## src/rtl/core/fce_pkg.sv

```systemverilog
package fce_pkg;

    // Default depth of the history line, in samples.
    localparam int MAX_DELAY_DEF = 65536;

    localparam int SAMPLE_W = 32;
    localparam int GAIN_W   = 16;
    localparam int CFG_W    = 16;
    localparam int CFG_IDX_W = 2;
    localparam int SW_CODE_W = 2;

    // Register indexes on the configuration port.
    localparam logic [CFG_IDX_W-1:0] CFG_DELAY = 2'd0;
    localparam logic [CFG_IDX_W-1:0] CFG_GAIN  = 2'd1;
    localparam logic [CFG_IDX_W-1:0] CFG_WIDTH = 2'd2;

    // Saturation width codes; the reserved code behaves like 32 bits.
    localparam logic [SW_CODE_W-1:0] SW_8  = 2'd0;
    localparam logic [SW_CODE_W-1:0] SW_16 = 2'd1;
    localparam logic [SW_CODE_W-1:0] SW_32 = 2'd2;

    // Q2.14 gain: the product is scaled down by this many bits.
    localparam int FRAC_BITS = 14;

    typedef struct packed {
        logic signed [SAMPLE_W-1:0] sample_out;
        logic                       clipped;
    } result_t;

endpackage

```

## src/rtl/core/fce_math.sv

```systemverilog
module fce_math (
    input  logic signed [fce_pkg::SAMPLE_W-1:0]  x,
    input  logic signed [fce_pkg::SAMPLE_W-1:0]  earlier,
    input  logic signed [fce_pkg::GAIN_W-1:0]    gain,
    input  logic        [fce_pkg::SW_CODE_W-1:0] width_code,
    output fce_pkg::result_t                     result
);

    import fce_pkg::*;

    localparam int PROD_W  = SAMPLE_W + GAIN_W;
    localparam int SCALE_W = PROD_W - FRAC_BITS;
    localparam int SUM_W   = SCALE_W + 1;

    logic signed [PROD_W-1:0]  prod;
    logic signed [PROD_W-1:0]  biased;
    logic signed [SCALE_W-1:0] scaled;
    logic signed [SUM_W-1:0]   sum;
    logic signed [SUM_W-1:0]   lo;
    logic signed [SUM_W-1:0]   hi;
    logic                      over;
    logic                      under;

    always_comb
    begin
        prod = PROD_W'(gain) * PROD_W'(earlier);
        // Round to nearest with ties away from zero: a negative product takes
        // one less than half so that the arithmetic shift mirrors the positive side.
        biased = prod + (prod[PROD_W-1] ? PROD_W'(8191) : PROD_W'(8192));
        scaled = $signed(biased[PROD_W-1:FRAC_BITS]);
        sum = SUM_W'(x) + SUM_W'(scaled);

        unique case (width_code)
            SW_8:
            begin
                lo = -SUM_W'(128);
                hi = SUM_W'(127);
            end
            SW_16:
            begin
                lo = -SUM_W'(32768);
                hi = SUM_W'(32767);
            end
            default:
            begin
                lo = -SUM_W'(64'sd2147483648);
                hi = SUM_W'(64'sd2147483647);
            end
        endcase

        over  = sum > hi;
        under = sum < lo;
        result.clipped = over || under;
        if (over)
        begin
            result.sample_out = hi[SAMPLE_W-1:0];
        end
        else if (under)
        begin
            result.sample_out = lo[SAMPLE_W-1:0];
        end
        else
        begin
            result.sample_out = sum[SAMPLE_W-1:0];
        end
    end

endmodule
```

## config.mk

```make
export PLATFORM = sky130hd
export DESIGN_NAME = fce_math
export DESIGN_NICKNAME = d
export VERILOG_FILES = /design/src/rtl/core/fce_pkg.sv /design/src/rtl/core/fce_math.sv
export SDC_FILE = /design/constraint.sdc
export NUM_CORES = 2
export LEC_CHECK = 0
export BUFFER_PORTS_ARGS = -buffer_cell sky130_fd_sc_hd__buf_2
export CORE_MARGIN = 2
export CORE_UTILIZATION = 55
export DETAILED_ROUTE_END_ITERATION = 8
export PLACE_DENSITY_LB_ADDON = 0.12
export SLEW_MARGIN = 20
export SYNTH_ARGS = -nofsm -noshare
export SYNTH_HDL_FRONTEND = slang
export SYNTH_SLANG_ARGS = --single-unit
export TNS_END_PERCENT = 100
```

## constraint.sdc

```tcl
create_clock -name vclk -period 15.6
set_clock_uncertainty 0.2 [all_clocks]
set_input_delay 0 -clock vclk [all_inputs]
set_output_delay 0 -clock vclk [all_outputs]
set_load 0.03 [all_outputs]
```

# Yosys cells after proc, flatten, opt, wreduce, memory -nomap -nowiden
# Cells that the tools add are included.
# word_totals
output_inout_bits	33
ff_bits	0
# op_classes
n_lt_le_gt_ge	2
mul	1
muxes	5
n_eq_ne	1
add_sub_neg	2
reduce_logical	2
# op_table
operator	count
case mux 31 bit (2 select lines)	2
two-way mux 32 bit	2
adder 48 x 15 -> 48 bit	1
multiplier 16 x 32 -> 48 bit	1
adder 32 x 34 -> 35 bit	1
> comparator 35 bit	1
< comparator 35 bit	1
two-way mux 14 bit	1
equality test 2 x 1 -> 1 bit (second input constant)	1
zero test 2 bit	1
logical OR 1 bit	1

# Logic depth before layout (Yosys ltp)
# depth
word_depth	7
depth_mapped	56
depth_no_buf	54

# Worst setup path before layout
# OpenSTA, ideal clock, no wires.
# synth_path
path_kind	input -> output
startpoint	input port gain[4] in the netlist's numbering
endpoint	output port result[8] in the netlist's numbering
arrival_ns	12.516
slack_ns	2.884
stages	52
path_buffers	1
path_cell_list	clkbuf_1 -> nand2_1 -> fa_1 -> inv_1 -> fa_1 -> inv_1 -> fa_1 -> fa_1 -> inv_1 -> fa_1 -> inv_1 -> fa_1 -> inv_1 -> ha_1 -> a21oi_1 -> o21ai_0 -> a221o_1 -> a221oi_1 -> [... 16 more ...] -> a211oi_1 -> o21ai_0 -> a21o_1 -> a211o_1 -> o21bai_1 -> a21oi_1 -> xnor2_1 -> ha_1 -> a21o_1 -> a21o_1 -> a21oi_1 -> nor2_1 -> a211oi_1 -> o21ai_0 -> a21o_1 -> o41ai_2 -> o21ai_0 -> o21ai_0
# synth_lines
element	line_no	text
from (decl)	fce_math.sv:4	input logic signed [fce_pkg::GAIN_W-1:0] gain,
to (decl)	fce_math.sv:6	output fce_pkg::result_t result

==> out/metrics.csv <==
metric,value,unit
drt_first_pass_iters,5,
cp.arrival,14.51,ns
gp_congestion,0.921,
status,completed,
num-nets-final,3410,
rsz0062_at_grt,no,
relSlewSlack,0.367,
met3WireLength,3070,um
timing.final.crit_period,14.71,ns
ios,115,
fmax,0.0680,GHz
most-common-layout-cells,"inv_1 (575), fa_1 (487), nand2_1 (376)",
wl_met2,26500,um
cp-start-kind,primary input,
final_layout_size_suffix_gt1_frac,0.0595,
nClkBuffers,0,
grt_usage,0.285,
layout_commonest_cell,inv_1,
syn-num-nets,3386,
synth-seq-area-share,0,
grt-ovfl-total,0,
flops_and_latches,0,
finalCritPeriodShare,0.943,
wl,56200,um
die_h,204,um
syn_area_per_cell,8.45,sq um
fin_setup_tns,0,ns
synth_cells,2616,
cp_max_fo,32,
cp-startpoint,gain[1],
cts_hold_buf,0,
maxCapViolCount,0,
synthDistinctLibCells,86,
cts_setup_buffers,0,
rows,73,
initial_core_util,0.556,
grt_max_degree,33,
via_count,17600,
hpwl,47600,um
grt_pass1_wl,95700,um
synthToLayoutAreaGrowth,3.91,%
port_buffers,115,
post_cts_resized,0,
drt_iter0_drc,1093,
setup-violations-final,0,
tightest_slew,0.942,ns
path_class,in -> out,
post_drt_via_cell_ratio,5.57,
coreArea,0.0397,sq mm
slowest_stage,fa_1,
netlist_area,0.0221,sq mm
drtAntennaViolNets,0,
insertedDiodeCount,0,
crit_required,15.40,ns
grt_pass1_vias,18800,
drc,0,
met1_length,25800,um
die_w,204,um
ys_warn_count,0,
dieArea,0.0418,sq mm
min_path_type,in -> out,
critPathMaxStageDelay,0.77,ns
critPathCapture,result[25],
routedWlPerCell,17.8,um
dr.max_layer_used,met4,
cp-end-kind,output port,
register_area,0,sq um
report.final.hold_viol_count,0,
antenna_found_initial,0,
slew_violations,0,
-- synthesized netlist by cell type, types with 16 or more instances --
cell / instances / area [sq um]
o211ai_1: 16 / 120
ha_1: 201 / 2510
a21o_1: 68 / 510
xnor2_1: 71 / 622
nand4_1: 17 / 106
nor4_1: 17 / 106
fa_1: 487 / 9750
nand2_1: 376 / 1410
clkbuf_1: 88 / 330
nor3_1: 22 / 110
and2_1: 179 / 1120
nand2b_1: 19 / 119
a21oi_1: 91 / 455
xor2_1: 36 / 315
o21ai_0: 50 / 250
nor2_1: 77 / 289
nand3_1: 24 / 120
inv_1: 575 / 2160
-- area by class of cell --
class | instances | area [sq um]
fillers | 3743 | 16800
inverters | 576 | 2160
multi-input cells | 1941 | 19500
well taps | 525 | 657
repair buffers | 121 | 621
-- per-layer routing --
layer | track usage | vias to the layer above
met5 | 0 | -
met4 | 0.0437 | 0
met3 | 0.0199 | 64
met2 | 0.484 | 539
met1 | 0.410 | 8949
li1 | - | 8078
-- worst min path at each step --
stage | start | end | slack, ns | cells after the start
6_report | x[0] | result[1] | 0.41 | 5
5_1_grt | x[0] | result[1] | 0.44 | 5
4_1_cts | x[0] | result[1] | 0.41 | 5
3_5_place_dp | x[0] | result[1] | 0.40 | 5
3_3_place_gp | x[0] | result[1] | 0.39 | 5
2_1_floorplan | x[1] | result[2] | 0.23 | 3
-- cells by family after synthesis --
| logic type | synth area share |
|---|---|
| AOI/OAI and AO/OA | 0.103 |
| muxes | 0.00368 |
| and+or+nand+nor | 0.179 |
| buffers and inverters | 0.117 |
| xor gates and xnor gates | 0.0437 |
| adders and majority gates | 0.555 |
-- worst max-delay path: cells and delay by family --
| family | cells | cell delay [ns] |
|---|---|---|
| xor gates and xnor gates | 2 | 0.56 |
| and+or+nand+nor | 12 | 2.55 |
| muxes | 1 | 0.26 |
| adders and majority gates | 10 | 4.62 |
| buffers and inverters | 9 | 1.63 |
| AOI/OAI and AO/OA | 17 | 4.87 |
-- stage by stage --
step,instances,cell area [sq um],setup WS [ns],utilization,hold slack (ns)
finish,3163,23000,0.893,0.578,0.409
global route,3163,23000,0.0135,0.578,0.437
CTS,3163,23000,0.975,0.578,0.406
detailed placement,3163,23000,0.981,0.578,0.402
global placement,3163,23000,1.33,0.578,0.389
floorplan,2616,22100,2.88,-,0.233
Power is left out: the tool's default activity adds up to more than one toggle a clock period on the data nets, which glitch-free logic cannot reach.
